## src/rtl/lzss_pkg.sv

```systemverilog
`default_nettype none
package lzss_pkg;

	localparam int DIST_W         = 12;
	localparam int LEN_W          = 4;
	localparam int CNT_W          = 32;
	localparam int CMD_FIFO_DEPTH = 4;

	typedef enum logic [1:0] {
		PH_FLAG,
		PH_TOKEN,
		PH_REF2
	} phase_t;

	typedef enum logic [1:0] {
		ST_OK    = 2'd0,
		ST_TRUNC = 2'd1,
		ST_DIST  = 2'd2,
		ST_CAP   = 2'd3
	} status_t;

	typedef enum logic [1:0] {
		CMD_LIT,
		CMD_COPY,
		CMD_STAT
	} cmd_kind_t;

	// One classified token on its way from the parser to the output engine.
	typedef struct packed {
		cmd_kind_t          kind;
		logic [7:0]         lit;
		logic [DIST_W-1:0]  dist_m1;
		logic [LEN_W-1:0]   len_m3;
		logic               last;
		status_t            status;
	} cmd_t;

	typedef struct packed {
		logic [7:0]       data;
		logic             has_data;
		logic             run_last;
		logic             done;
		status_t          status;
		logic [CNT_W-1:0] count;
	} res_t;

endpackage
`default_nettype wire

```

## src/rtl/lzss_cmd_fifo.sv

```systemverilog
`default_nettype none
module lzss_cmd_fifo (
	input  wire logic           clk,
	input  wire logic           arst_n,
	input  wire logic           push,
	input  wire lzss_pkg::cmd_t din,
	output logic                full,
	input  wire logic           pop,
	output lzss_pkg::cmd_t      dout,
	output logic                empty
);
	import lzss_pkg::*;

	localparam int PW = $clog2(CMD_FIFO_DEPTH);

	cmd_t        entry_q [CMD_FIFO_DEPTH];
	logic [PW:0] wr_q;
	logic [PW:0] rd_q;

	assign empty = (wr_q == rd_q);
	assign full  = (wr_q[PW-1:0] == rd_q[PW-1:0]) && (wr_q[PW] != rd_q[PW]);
	assign dout  = entry_q[rd_q[PW-1:0]];

	always_ff @(posedge clk or negedge arst_n) begin
		if (!arst_n) begin
			wr_q <= '0;
			rd_q <= '0;
		end else begin
			if (push && !full) begin
				wr_q <= wr_q + 1'b1;
			end
			if (pop && !empty) begin
				rd_q <= rd_q + 1'b1;
			end
		end
	end

	always_ff @(posedge clk) begin
		if (push && !full) begin
			entry_q[wr_q[PW-1:0]] <= din;
		end
	end

endmodule
`default_nettype wire

```

## config.mk

```make
export PLATFORM = sky130hd
export DESIGN_NAME = lzss_cmd_fifo
export DESIGN_NICKNAME = d
export VERILOG_FILES = /design/src/rtl/lzss_pkg.sv /design/src/rtl/lzss_cmd_fifo.sv
export SDC_FILE = /design/constraint.sdc
export NUM_CORES = 1
export LEC_CHECK = 0
export BUFFER_PORTS_ARGS = -buffer_cell sky130_fd_sc_hd__clkbuf_2
export CAP_MARGIN = 20
export CORE_AREA = 3 3 95 97
export DETAILED_ROUTE_END_ITERATION = 16
export DIE_AREA = 0 0 98 100
export PLACE_DENSITY = 0.84
export SKIP_CTS_REPAIR_TIMING = 1
export SYNTH_ARGS = -nofsm -noshare
export SYNTH_HDL_FRONTEND = slang
export SYNTH_SLANG_ARGS = --single-unit
```

## constraint.sdc

```tcl
create_clock -name clk -period 2.19 [get_ports clk]
set_input_delay 0.1095 -clock clk [delete_from_list [all_inputs] [get_ports clk]]
set_output_delay 0.1095 -clock clk [all_outputs]
set_load 0.01 [all_outputs]
```

Word level (Yosys, flattened, before mapping)

Memory sizes are Yosys's and may differ from the RTL's.
Cells that the tools add are included.

Flip-flop bits (word level): 6
Memories: 1
Bits in writable memories: 116
Bits in latches: 0
Logic and storage cells: 15
Memory bits (read-only): 0

Shift-type cells: 0
Add/subtract/negate cells: 2
Order comparisons: 0
Reductions and logical operators: 5
Multipliers: 0
Divide/modulo/power cells: 0
Bitwise logic cells: 0
Equality and inequality tests: 3
Mux-type cells: 2

Memories:

| name    | words | bits a word | rd ports | clocked after Yosys merged registers in | wr ports | line                | source |
|---|---|---|---|---|---|---|---|
| entry_q | 4     | 29          | 1        | 0                                       | 1        | lzss_cmd_fifo.sv:16 | `cmd_t entry_q [CMD_FIFO_DEPTH];` |

Operator list:

| cell                                        | count |
|---|---|
| adder 3 x 1 -> 3 bit, second input constant | 2 |
| equality test 3 bit                         | 1 |
| logical AND 1 bit                           | 3 |
| equality test 2 bit                         | 1 |
| logical NOT 1 bit                           | 2 |
| two-way mux 1 bit                           | 2 |
| inequality test 1 bit                       | 1 |

Longest topological paths before layout

Depth after elaboration: 6
Depth in mapped cells: 5
Gate-level depth less buffers: 5

Worst setup path before layout

OpenSTA, ideal clock, no wires.

Path kind: reg2reg
Start point: register rd_q[0]
End point: memory entry_q[1][0] (netlist bit), enable pin
Path slack: 0.190 ns
Setup time: 0.389 ns
Data arrival time: 1.612 ns
Period minus slack after synthesis: 2.000 ns
Buffers on the path: 1
Cell stages (with the launch flop): 5
Cell sequence: dfrtp_1 buf_2 xnor2_2 nand3_2 and3_1

Longest elaborated chain between the ends: 6

RTL lines:

| item                                    | line                | source |
|---|---|---|
| start, declared                         | lzss_cmd_fifo.sv:18 | `logic [PW:0] rd_q;` |
| start signal, assigned                  | lzss_cmd_fifo.sv:33 | `rd_q <= rd_q + 1'b1;` |
| equality test 2 bit                     | lzss_cmd_fifo.sv:21 | `assign full = (wr_q[PW-1:0] == rd_q[PW-1:0]) && (wr_q[PW] != rd_q[PW]);` |
| logical AND 1 bit                       | lzss_cmd_fifo.sv:21 |  |
| logical NOT 1 bit                       | lzss_cmd_fifo.sv:39 | `if (push && !full) begin` |
| logical AND 1 bit                       | lzss_cmd_fifo.sv:39 |  |
| two-way mux 1 bit                       | lzss_cmd_fifo.sv:39 |  |
| two-way mux 1 bit (implied by the code) | lzss_cmd_fifo.sv:40 | `entry_q[wr_q[PW-1:0]] <= din;` |
| end, declared                           | lzss_cmd_fifo.sv:16 |  |

No other way between the ends.

Final worst setup path

Start point: register wr_q[0]
End point: memory entry_q[1][18] (netlist bit), enable pin

Longest elaborated chain between the ends: 6

RTL lines:

| item                                    | line                | source |
|---|---|---|
| start, declared                         | lzss_cmd_fifo.sv:17 | `logic [PW:0] wr_q;` |
| start signal, assigned                  | lzss_cmd_fifo.sv:30 | `wr_q <= wr_q + 1'b1;` |
| equality test 2 bit                     | lzss_cmd_fifo.sv:21 |  |
| logical AND 1 bit                       | lzss_cmd_fifo.sv:21 |  |
| logical NOT 1 bit                       | lzss_cmd_fifo.sv:39 |  |
| logical AND 1 bit                       | lzss_cmd_fifo.sv:39 |  |
| two-way mux 1 bit                       | lzss_cmd_fifo.sv:39 |  |
| two-way mux 1 bit (implied by the code) | lzss_cmd_fifo.sv:40 |  |

Several ways; a longest one is shown, not always the timed one.

==> reports/qor.csv <==
stage,metric,value,unit
layout,area_growth_syn_to_layout,29.0,%
layout,drive_gt1_share,42.3,%
place,place_congestion,0.854,
drt,drc,0,
global_routing,use_met2,31.3,%
yosys,synth_xor_area_share,2.16,%
clock_tree,cts_buffers,17,
setup_path,end_kind,flip-flop,
global_routing,use_met1,23.8,%
global_routing,busiest_layer,met2,
setup_path,r2r_setup_slack,0.14,ns
setup_path,crit_type,reg -> reg,
global_routing,gr-usage-all-layers,19.5,%
drt,via_per_inst,5.52,
worst_hold_path,hold_start,din[23],
yosys,synth_top_area_cell,edfxtp_1,
yosys,netlist_instances,201,
global_routing,antenna_found_initial,0,
setup_path,r2r-start,wr_q[0],
yosys,synth_edf_count,116,
yosys,netlist_top_cells_area,"edfxtp_1 74%, mux4_2 14%, dfrtp_1 3.2%",
outcome,status,finished clean,
setup_path,cp-start-kind,flip-flop,
layout,multi_input_area,1000,um^2
yosys,ys.flop_type,edfxtp_1,
setup_path,critPathRequiredTime,2.32,ns
place,place_area,5140,um^2
worst_hold_path,hold_depth,2,
timing,slew_violations,0,
timing,hold_violations,0,
timing,tightest_slew,0.784,ns
timing,timing.fmax,489,MHz
layout,final_area,6060,um^2
yosys,yosys.area_share.adder,1.33,%
job,cap_violations,0,
floorplanning,die_w,98,um
floorplanning,pin_count,64,
yosys,syn_avg_cell_area,23.4,um^2
floorplanning,row_count,33,
timing,fin_skew,0.0129,ns
pwr,ir_drop,864,uV
floorplanning,die_y,100,um
drt,dr.pass1.iters,4,
global_routing,grt_pass1_vias,2439,
yosys,yosys.area_share.simple,1.39,%
timing,period_needed,2.05,ns
timing,rsz0062_at_grt,no,
yosys,ys_seq_elements,122,
global_routing,use_met3,8.34,%
timing,finalCritPeriodShare,93.4,%
layout,finalNetCount,351,
place,place_hpwl,4920,um
drt,drt-initial-drc-count,103,
clock_tree,clk_path_buf_depth,2,
floorplanning,dieArea,9800,um^2
yosys,ys.warnings.count,0,
pwr,power_density,1430,nW/um^2
setup_path,r2r_cells,3,
global_routing,grt_pass1_wl,13700,um
pwr,total_leakage_power,2.18,nW
yosys,syn_nets,239,
drt,final_antenna_net_count,0,
place,port_buffers,63,
clock_tree,cts_tree,yes,
clock_tree,worstSkewPairLatency,0.51,ns
drt,vias,2367,
clock_tree,cts.sinks,122,
floorplanning,coreArea,8220,um^2
layout,antennaDiodeCount,0,
yosys,synth_compound_area_share,2.48,%
timing,setup_viol,0,
clock_tree,htreeDepth,4,
setup_path,r2r-end,entry_q[1][18],
global_routing,grt_max_degree,35,
yosys,synthArstFlopShare,4.92,%
clock_tree,path_clk_slew,0.06,ns
timing,slew_headroom,47.8,%
setup_path,worstPathArrival,2.18,ns
global_routing,grt_overflow,0,
yosys,synth_cell_types,29,
worst_hold_path,hold_path_end,entry_q[0][23],
yosys,ys_seq_area_share,77.4,%
yosys,synth_top_family_by_area,multiplexers,
clock_tree,cts-root-buf,clkbuf_8,
worst_hold_path,holdCritPathClass,in -> reg,
setup_path,crit_fanout,29,
floorplanning,initial_core_util,57.2,%
layout,fill_cells,471,
layout,seq_area,3640,um^2
drt,post_drt_wl_per_cell,20.8,um
yosys,synth_area,4700,um^2
yosys,synthMuxAreaShare,13.9,%
drt,wirelength,8910,um
timing,hold_ws,0.358,ns
yosys,synth_top_area_share,74.2,%
[cell type report]
| cell class | count | area share, % |
|---|---|---|
| clock buffers | 20 | 7.02 |
| clock inverters | 10 | 2.50 |
| inverters | 4 | 0.248 |
| multi-input cells | 67 | 16.5 |
| flip-flops and latches | 122 | 60.0 |
| well taps | 105 | 2.17 |
| repair buffers | 101 | 11.5 |
[per-layer routing]
| metal | wire (um) | share of wire [%] |
|---|---|---|
| met1 | 3530 | 40 |
| met2 | 4830 | 54 |
| met3 | 479 | 5.4 |
| met4 | 75 | 0.84 |
| met5 | 0 | 0 |
[state kept, by name, indices dropped and copies added (netlist names)]
name     cells
entry_q    116
wr_q         3
rd_q         3
[through the flow]
| stage | total power [mW] | util, % | setup TNS (ns) | setup WS [ns] | cells |
|---|---|---|---|---|---|
| after floorplan | 5.05 | - | 0 | 0.190 | 201 |
| after global placement | 5.80 | 62.5 | 0 | 0.271 | 366 |
| after detailed placement | 5.88 | 62.5 | 0 | 0.168 | 366 |
| after CTS | 8.66 | 69.5 | -4.56 | -0.190 | 396 |
| after global routing | 9.07 | 73.8 | 0 | 0.0180 | 429 |
| final | 8.64 | 73.8 | 0 | 0.145 | 429 |
[where the power goes]
part           switching (mW)  total, mW  internal, mW
Combinational            1.44       2.60          1.16
Sequential              0.201       3.33          3.13
Clock                   0.894       2.71          1.82
Total                    2.54       8.64          6.10
[cell families (layout without fill, tap and decap cells)]
group	Yosys count	in the layout
AO/OA/AOI/OAI	13	13
AND/OR/NAND/NOR	11	11
flip-flops	122	122
multiplexers	29	29
adder cells (fa/ha/maj)	5	5
XOR/XNOR	9	9
buffers and inverters	12	135
[synthesized netlist by cell type, types with 3 or more instances]
library cell	count
edfxtp_1	116
mux4_2	29
dfrtp_1	6
ha_1	5
a21oi_1	4
inv_1	4
xnor2_1	4
and3_1	3
buf_4	3
clkbuf_1	3
[how the worst max path moves through the flow]
stage	cells after the start	start	endpoint	slack, ns
finish	3	wr_q[0]	entry_q[1][18]	0.14
detailed placement	3	wr_q[0]	entry_q[2][10]	0.17
CTS	3	rd_q[0]	dout[26]	-0.19
floorplan	4	rd_q[0]	entry_q[1][0]	0.19
global route	3	wr_q[0]	entry_q[1][18]	0.02
global placement	3	wr_q[0]	entry_q[2][10]	0.27
[cell usage in the layout (no fill, tap or decap), types with 2 or more instances in the layout]
cell,instances
dfrtp_2,2
a21oi_1,4
ha_1,5
xor2_2,2
clkbuf_2,63
inv_1,4
o31ai_2,2
xor2_1,2
bufinv_16,4
clkinv_2,4
xnor2_1,4
buf_4,3
dfrtp_1,4
clkbuf_16,16
dlygate4sd3_1,33
o31ai_1,2
edfxtp_1,116
and3_2,3
clkbuf_1,3
mux4_2,29
nand2b_1,2
[worst max-delay path, cell delays in order, from the launching register on]
cell	delay [ns]
dfrtp_1	0.51
xnor2_2	0.27
nand3_2	0.16
and3_2	0.71
(Power assumes the default switching activity.)
