===== src/rtl/lzss_pkg.sv =====
`default_nettype none
package lzss_pkg;

	localparam int DIST_W         = 12;
	localparam int LEN_W          = 4;
	localparam int CNT_W          = 32;
	localparam int CMD_FIFO_DEPTH = 4;

	typedef enum logic [1:0] {
		PH_FLAG,
		PH_TOKEN,
		PH_REF2
	} phase_t;

	typedef enum logic [1:0] {
		ST_OK    = 2'd0,
		ST_TRUNC = 2'd1,
		ST_DIST  = 2'd2,
		ST_CAP   = 2'd3
	} status_t;

	typedef enum logic [1:0] {
		CMD_LIT,
		CMD_COPY,
		CMD_STAT
	} cmd_kind_t;

	// One classified token on its way from the parser to the output engine.
	typedef struct packed {
		cmd_kind_t          kind;
		logic [7:0]         lit;
		logic [DIST_W-1:0]  dist_m1;
		logic [LEN_W-1:0]   len_m3;
		logic               last;
		status_t            status;
	} cmd_t;

	typedef struct packed {
		logic [7:0]       data;
		logic             has_data;
		logic             run_last;
		logic             done;
		status_t          status;
		logic [CNT_W-1:0] count;
	} res_t;

endpackage
`default_nettype wire


===== src/rtl/lzss_if.sv =====
`default_nettype none
interface lzss_in_if;
	logic       valid;
	logic       ready;
	logic [7:0] in_byte;
	logic       in_last;

	modport source (output valid, output in_byte, output in_last, input ready);
	modport sink   (input valid, input in_byte, input in_last, output ready);
endinterface

`default_nettype wire


===== src/rtl/lzss_front.sv =====
`default_nettype none
module lzss_front (
	input  wire logic          clk,
	input  wire logic          arst_n,
	input  wire logic [31:0]   capacity,
	lzss_in_if.sink            cmp,
	output lzss_pkg::cmd_t     cmd,
	output logic               cmd_push,
	input  wire logic          cmd_full
);
	import lzss_pkg::*;

	phase_t           phase_q, phase_d;
	logic [7:0]       flag_q, flag_d;
	logic [2:0]       idx_q, idx_d;
	logic [7:0]       hold_q, hold_d;
	logic             discard_q, discard_d;
	logic [CNT_W-1:0] pc_q, pc_d;

	logic             take;
	logic [7:0]       b;
	logic             last;
	logic [12:0]      ref_dist;
	logic [4:0]       len;
	status_t          err;

	assign cmp.ready = !cmd_full;
	assign take      = cmp.valid && cmp.ready;
	assign b         = cmp.in_byte;
	assign last      = cmp.in_last;
	assign ref_dist  = {1'b0, b[3:0], hold_q} + 13'd1;
	assign len       = {1'b0, b[7:4]} + 5'd3;

	always_ff @(posedge clk or negedge arst_n) begin
		if (!arst_n) begin
			phase_q   <= PH_FLAG;
			flag_q    <= '0;
			idx_q     <= '0;
			hold_q    <= '0;
			discard_q <= 1'b0;
			pc_q      <= '0;
		end else begin
			phase_q   <= phase_d;
			flag_q    <= flag_d;
			idx_q     <= idx_d;
			hold_q    <= hold_d;
			discard_q <= discard_d;
			pc_q      <= pc_d;
		end
	end

	always_comb begin
		phase_d     = phase_q;
		flag_d      = flag_q;
		idx_d       = idx_q;
		hold_d      = hold_q;
		discard_d   = discard_q;
		pc_d        = pc_q;
		err         = ST_OK;
		cmd_push    = 1'b0;
		cmd.kind    = CMD_STAT;
		cmd.lit     = b;
		cmd.dist_m1 = {b[3:0], hold_q};
		cmd.len_m3  = b[7:4];
		cmd.last    = last;
		cmd.status  = ST_OK;

		if (take) begin
			if (discard_q) begin
				if (last) begin
					discard_d = 1'b0;
					phase_d   = PH_FLAG;
					flag_d    = '0;
					idx_d     = '0;
					hold_d    = '0;
					pc_d      = '0;
				end
			end else begin
				unique case (phase_q)
					PH_FLAG: begin
						flag_d  = b;
						idx_d   = '0;
						phase_d = PH_TOKEN;
						if (last) begin
							cmd_push = 1'b1;
							cmd.kind = CMD_STAT;
						end
					end
					PH_TOKEN: begin
						if (flag_q[idx_q]) begin
							if (pc_q >= capacity) begin
								err = ST_CAP;
							end else begin
								cmd_push = 1'b1;
								cmd.kind = CMD_LIT;
								pc_d     = pc_q + 32'd1;
								idx_d    = idx_q + 3'd1;
								phase_d  = (idx_q == 3'd7) ? PH_FLAG : PH_TOKEN;
							end
						end else if (last) begin
							err = ST_TRUNC;
						end else begin
							hold_d  = b;
							phase_d = PH_REF2;
						end
					end
					PH_REF2: begin
						if (32'(ref_dist) > pc_q) begin
							err = ST_DIST;
						end else if (({1'b0, pc_q} + 33'(len)) > {1'b0, capacity}) begin
							err = ST_CAP;
						end else begin
							cmd_push = 1'b1;
							cmd.kind = CMD_COPY;
							pc_d     = pc_q + 32'(len);
							idx_d    = idx_q + 3'd1;
							phase_d  = (idx_q == 3'd7) ? PH_FLAG : PH_TOKEN;
						end
					end
					default: begin
						phase_d = PH_FLAG;
					end
				endcase

				if (err != ST_OK) begin
					cmd_push   = 1'b1;
					cmd.kind   = CMD_STAT;
					cmd.status = err;
					discard_d  = !last;
				end

				if (last) begin
					discard_d = 1'b0;
					phase_d   = PH_FLAG;
					flag_d    = '0;
					idx_d     = '0;
					hold_d    = '0;
					pc_d      = '0;
				end
			end
		end
	end

endmodule
`default_nettype wire


===== src/flat_wrapper.sv =====
// flat-port wrapper written by rule: the top's interface ports become plain ports
module lzss_front_flat import lzss_pkg::*;
  (clk, arst_n, capacity, cmd, cmd_push, cmd_full, cmp_valid, cmp_in_byte, cmp_in_last, cmp_ready);
  lzss_in_if cmp_i ();
  input  wire logic clk;
  input  wire logic arst_n;
  input  wire logic [31:0] capacity;
  output lzss_pkg::cmd_t cmd;
  output logic cmd_push;
  input  wire logic cmd_full;
  input wire logic [$bits(cmp_i.valid)-1:0] cmp_valid;
  input wire logic [$bits(cmp_i.in_byte)-1:0] cmp_in_byte;
  input wire logic [$bits(cmp_i.in_last)-1:0] cmp_in_last;
  output wire logic [$bits(cmp_i.ready)-1:0] cmp_ready;
  assign cmp_i.valid = cmp_valid;
  assign cmp_i.in_byte = cmp_in_byte;
  assign cmp_i.in_last = cmp_in_last;
  assign cmp_ready = cmp_i.ready;
  lzss_front u_core (.clk(clk), .arst_n(arst_n), .capacity(capacity), .cmp(cmp_i), .cmd(cmd), .cmd_push(cmd_push), .cmd_full(cmd_full));
endmodule

===== config.mk =====
export PLATFORM = sky130hd
export DESIGN_NAME = lzss_front_flat
export DESIGN_NICKNAME = d
export VERILOG_FILES = /design/src/rtl/lzss_pkg.sv /design/src/rtl/lzss_if.sv /design/src/rtl/lzss_front.sv /design/src/flat_wrapper.sv
export SDC_FILE = /design/constraint.sdc
export NUM_CORES = 1
export LEC_CHECK = 0
export BUFFER_PORTS_ARGS = -buffer_cell sky130_fd_sc_hd__buf_2
export CAP_MARGIN = 20
export CORE_MARGIN = 5
export CORE_UTILIZATION = 55
export CTS_BUF_LIST = sky130_fd_sc_hd__clkbuf_4 sky130_fd_sc_hd__clkbuf_8
export DETAILED_ROUTE_END_ITERATION = 7
export PLACE_DENSITY = 0.76
export REMOVE_ABC_BUFFERS = 1
export SYNTH_ARGS = -nofsm -noshare
export SYNTH_HDL_FRONTEND = slang
export SYNTH_SLANG_ARGS = --single-unit

===== constraint.sdc =====
create_clock -name clk -period 14.6 [get_ports clk]
set_clock_uncertainty 0.1 [all_clocks]
set_input_delay 2.19 -clock clk [delete_from_list [all_inputs] [get_ports clk]]
set_output_delay 2.19 -clock clk [all_outputs]
set_load 0.1 [all_outputs]

Word-level counts from Yosys, hierarchy flattened
Index checks and enable logic that the tools add are counted.

Memories: 0. RAM bits: 0. Input port bits: 45. ROM bits: 0. Output and inout bits: 31. Flip-flop bits (word level): 54. Bits in latches: 0. Word-level logic and storage cells: 107.

Add/subtract/negate cells: 6. Eq/ne operators: 10. Muxes and demuxes: 67. $mul: 0. Reduce and logical (&&, ||, !) cells: 14. Shifts and indexed selects: 0. $lt $le $gt $ge: 4. Div/mod/pow operators: 0. Bitwise gates (word level): 0.

Operators with widths (count): 32-bit two-way mux (7); 8-bit two-way mux (8); 32-bit case mux with 2 select lines (1); 2-bit two-way mux (23); 32-bit by 5-bit adder with 33-bit output (1); 33-bit by 32-bit > comparator with 1-bit output (1); 32-bit by 1-bit adder with 32-bit output (second input constant) (1); 32-bit by 5-bit adder with 32-bit output (1); 32-bit >= comparator (1); 13-bit by 32-bit > comparator with 1-bit output (1); 3-bit two-way mux (7); 1-bit two-way mux (15); 7-bit AND reduction (2); 12-bit by 1-bit adder with 13-bit output (second input constant) (1); 3-bit inequality test (second input constant) (3); 3-bit case mux with 3 select lines (1); 2-bit case mux with 2 select lines (2); 2-bit case mux with 3 select lines (1); 2-bit nonzero test (3); 4-bit by 2-bit adder with 5-bit output (second input constant) (1); 5-bit AND reduction (1); 3-bit by 4-bit less-than comparator with 1-bit output (second input constant) (1); 2-bit inequality test (second input constant) (2); 4-bit inequality test (second input constant) (1); other kinds (14) (15).

Longest topological paths before layout
Word-level depth: 12. Gate-level depth with buffers: 25. Depth with buffers taken out: 22.

Worst setup path after synthesis
OpenSTA, ideal clock, no wires.

Path kind: in2out. Start: input port cmp_in_byte[4]. End: output port cmd_push. Path buffers: 1. Slack: 4367 ps. Cell stages on the path: 22. Arrival: 7943 ps. Required time: 12310 ps. Cells stage by stage: inv_1 ha_1 inv_1 ha_1 a21o_1 a21o_1 a21o_1 a21oi_1 or3_1 clkbuf_1 nor2_1 nand2_1 xnor2_1 ha_1 nand4_1 nor4_2 a221oi_1 o211ai_1 a2bb2oi_4 a31oi_1 o21ai_0 a21boi_0.

Word-level cells in the longest chain between the ends: 12. Elaborated cells between the ends (all ways): 15.

Ends and longest elaborated chain: start: declaration (RTL line flat_wrapper.sv:12) `input wire logic [$bits(cmp_i.in_byte)-1:0] cmp_in_byte;`; 4-bit by 2-bit adder with 5-bit output * (RTL line lzss_front.sv:32) `assign len = {1'b0, b[7:4]} + 5'd3;`; 32-bit by 5-bit adder with 33-bit output * (RTL line lzss_front.sv:110) `end else if (({1'b0, pc_q} + 33'(len)) > {1'b0, capacity}) begin`; 33-bit by 32-bit > comparator with 1-bit output * (RTL line lzss_front.sv:110); 2-bit two-way mux (RTL line lzss_front.sv:110); 2-bit two-way mux (RTL line lzss_front.sv:108) `if (32'(ref_dist) > pc_q) begin`; 2-bit case mux with 2 select lines (RTL line lzss_front.sv:79) `unique case (phase_q)`; 2-bit two-way mux (RTL line lzss_front.sv:69) `if (discard_q) begin`; 2-bit two-way mux (RTL line lzss_front.sv:68) `if (take) begin`; 2-bit nonzero test (RTL line lzss_front.sv:125) `if (err != ST_OK) begin`; 1-bit two-way mux * (RTL line lzss_front.sv:125); 1-bit two-way mux * (RTL line lzss_front.sv:69); 1-bit two-way mux * (RTL line lzss_front.sv:68); end: declaration (RTL line flat_wrapper.sv:9) `output logic cmd_push;`.

Mark *: on every way between the ends. The rest lies on a longest branch, timed or not. The select of a mux whose other input is x is not followed.

Final worst setup path
Same ends and word-level chain as after synthesis.

==> impl_metrics.toml <==
[worst_setup_path]
reg2reg_depth = 18
reg2reg_from = "u_core.pc_q[9]"
worstSetupEndpoint = "cmd_push"
cp.arrival_ps = 7170
crit_type = "in2out"
reg2reg_slack_ps = 8840
crit_chain = "buf_2, inv_1, ha_1, inv_1, ha_1, a21o_1, a21o_1, a21o_1, a21oi_1, or3_1, nor2_1, nand3_1, xnor2_1, ha_1, nand4_1, nor4_2, a221oi_1, o211ai_1, a2bb2oi_4, a31oi_1, o21ai_0, a21boi_0, buf_2"
cp_max_fo = 6
max_stage_delay_ps = 490
crit_path_start = "cmp_in_byte[4]"
worstSetupStartpointType = "input pin"
worstPathRequired_ps = 12310
crit_slowest_cell = "or3_1"
cp-end-kind = "primary output"
r2r_end = "u_core.pc_q[9]"

[synthesis]
yosysWarnings = 0
synth.avg_cell_area_um2 = 8.20
synthCells = 730
yosysSeqAreaShare_pct = 22.6
ys.flop_type = "dfrtp_1"
synth_enable_flop_cells = 0
async_flop_share_pct = 100
synth_seq_cells = 54
ys_types = 69
syn_area_um2 = 5990

[layout]
nets = 917
diodes = 0
layout-drive-gt1-share_pct = 15.1
area_delta_synth_final_pct = 7.21

[routing]
wl_per_cell_um = 17.6
drc_errors = 0
wl_met2_um = 7900
vias = 5587
drt-total-wl_um = 16100
ant_nets = 0
top_layer = "met4"
vias_per_cell = 6.11
wl_met1_um = 6750
drt-initial-drc-count = 354
route.met3.wl_um = 1000
first_pass_iters = 5

[clock_network]
cts.sinks = 54
clk_pin_slew_ps = 110
insertion_delay_ps = 320
clockBufferDepth = 2
cts_setup_buffers = 0
cts_tree = "done"
cts_resized = 0
htree_levels = 2
cts_buffers = 5
cts-root-buf = "clkbuf_8"
hold_buffers = 0

[grt]
grt_max_degree = 55
grt_overflow = 0
grt_pass1_vias = 5753
antenna_found_initial = 0
grt_first_pass_wirelength_um = 26700
track_usage_pct = 24.9

[run_status]
status = "completed"

[die]
die_w_um = 114
io_pins = 76
initial_core_util_pct = 55.7
rows = 38
core_um2 = 10700
dieArea_um2 = 13100
die_y_um = 114

[timing]
drv_slew = 0
fmax_mhz = 106
worstMarginPinSlew_ps = 1020
setup_violations = 0
fin_crit_ps = 9460
whs_ps = 397
relSlewSlack_pct = 32.3
tns_ps = 0
timing.final.crit_share_pct = 64.8
hold_violations = 0
rsz0062_at_grt = "false"

[min_path]
hold_class = "reg2reg"

[power_and_ir_drop]
power.leakage_nw = 3.18
p_per_area_nw_per_um2 = 97.7
vdd_drop_max_mv = 0.119

[place]
dp_hpwl_um = 12800
gp_congestion = 0.996
port_buffers = 75

[run]
drv_cap = 0
area by class of cell:
| cell class | instances | area [um^2] |
|---|---|---|
| flip-flops and latches | 54 | 1350 |
| clock buffers | 5 | 68.8 |
| repair buffers | 78 | 398 |
| well taps | 140 | 175 |
| inverters | 65 | 244 |
| multi-input cells | 570 | 4160 |
| fillers | 1019 | 4330 |
| clock inverters | 3 | 26.3 |
Yosys cell counts (3+ instances only):
cell type / count / area, um^2
nor3_1: 14 / 70.1
a31oi_1: 3 / 18.8
and2_1: 5 / 31.3
o21bai_1: 4 / 30.0
xnor2_1: 45 / 394
o21ai_0: 31 / 155
and4_1: 6 / 52.6
a211oi_1: 3 / 22.5
nor2_1: 46 / 173
and4_4: 4 / 45.0
or3_1: 4 / 25.0
o31ai_1: 8 / 60.1
ha_1: 96 / 1200
a221oi_1: 4 / 35.0
inv_1: 63 / 236
buf_4: 18 / 135
nor2b_1: 5 / 31.3
a21oi_1: 45 / 225
and3_1: 9 / 56.3
o21ai_1: 5 / 25.0
buf_2: 6 / 30.0
a21o_1: 14 / 105
nand4_1: 15 / 93.8
dfrtp_1: 54 / 1350
nor4_1: 10 / 62.6
or4_1: 11 / 82.6
xor2_1: 13 / 114
clkbuf_1: 14 / 52.6
o211ai_1: 6 / 45.0
nand2_1: 90 / 338
nand3_1: 25 / 125
a31o_2: 5 / 43.8
kinds of logic after synthesis:
group | count (synthesis) | synth area share [%]
and+or+nand+nor | 262 | 22.6
DFF | 54 | 22.6
AOI/OAI and AO/OA | 148 | 16.4
muxes | 4 | 1.25
xor gates and xnor gates | 58 | 8.48
adders and majority gates | 98 | 20.7
buffers and inverters | 106 | 8.03
critical path: cells and delay by family:
kind / cells / cell delay, ps
adders and majority gates: 3 / 900
AOI/OAI and AO/OA: 10 / 1760
buffers and inverters: 4 / 700
and+or+nand+nor: 5 / 1470
xor gates and xnor gates: 1 / 160
layer usage:
metal | global-route usage (%) | up-vias
met5 | 0 | -
met4 | 8.63 | 0
met3 | 3.12 | 48
met2 | 44.6 | 225
met1 | 30.8 | 2642
li1 | - | 2672
state kept, by name, summed over array words and instances, names as in the netlist:
signal,flops
u_core.pc_q,32
u_core.flag_q,8
u_core.hold_q,8
u_core.idx_q,3
u_core.phase_q,2
u_core.discard_q,1
power breakdown:
part / switching (mW) / total (mW) / internal (mW)
Clock: 0.0585 / 0.0940 / 0.0356
Combinational: 0.226 / 0.329 / 0.103
Sequential: 0.0308 / 0.204 / 0.174
Total: 0.315 / 0.627 / 0.312
per-stage QoR:
step / instances / utilization [%] / instance area (um^2) / power, mW / worst slack, ps
2_1_floorplan: 689 / - / 5750 / 0.431 / 4410
3_3_place_gp: 907 / 58.8 / 6320 / 0.518 / 5390
3_5_place_dp: 907 / 58.8 / 6320 / 0.534 / 5200
4_1_cts: 915 / 59.7 / 6420 / 0.628 / 5170
5_1_grt: 915 / 59.7 / 6420 / 0.670 / 4720
6_report: 915 / 59.7 / 6420 / 0.627 / 5140
worst min-delay path by stage:
| stage | startpoint | slack [ps] | depth (start not counted) | end |
|---|---|---|---|---|
| 2_1_floorplan | u_core.flag_q[5] | 340 | 2 | u_core.flag_q[5] |
| 3_3_place_gp | u_core.flag_q[7] | 360 | 2 | u_core.flag_q[7] |
| 3_5_place_dp | u_core.flag_q[0] | 380 | 2 | u_core.flag_q[0] |
| 4_1_cts | u_core.flag_q[3] | 400 | 2 | u_core.flag_q[3] |
| 5_1_grt | u_core.flag_q[3] | 430 | 2 | u_core.flag_q[3] |
| 6_report | u_core.flag_q[1] | 400 | 2 | u_core.flag_q[1] |
cells in the final DEF, fill, tap and decap left out, drive strengths merged, types with 3 or more instances in the layout:
master   n
ha      96
nand2   91
buf     78
inv     67
dfrtp   54
nor2    48
a21oi   46
xnor2   45
o21ai   36
nand3   25
nor3    17
nand4   16
a21o    14
xor2    13
nor4    12
or4     11
and4    10
and3     9
o31ai    8
o211ai   6
a31o     6
and2     5
nor2b    5
clkbuf   5
a221oi   5
or3      4
o21bai   4
a31oi    4
a211oi   3
o311ai   3
Power figures use the tool's default switching activity.
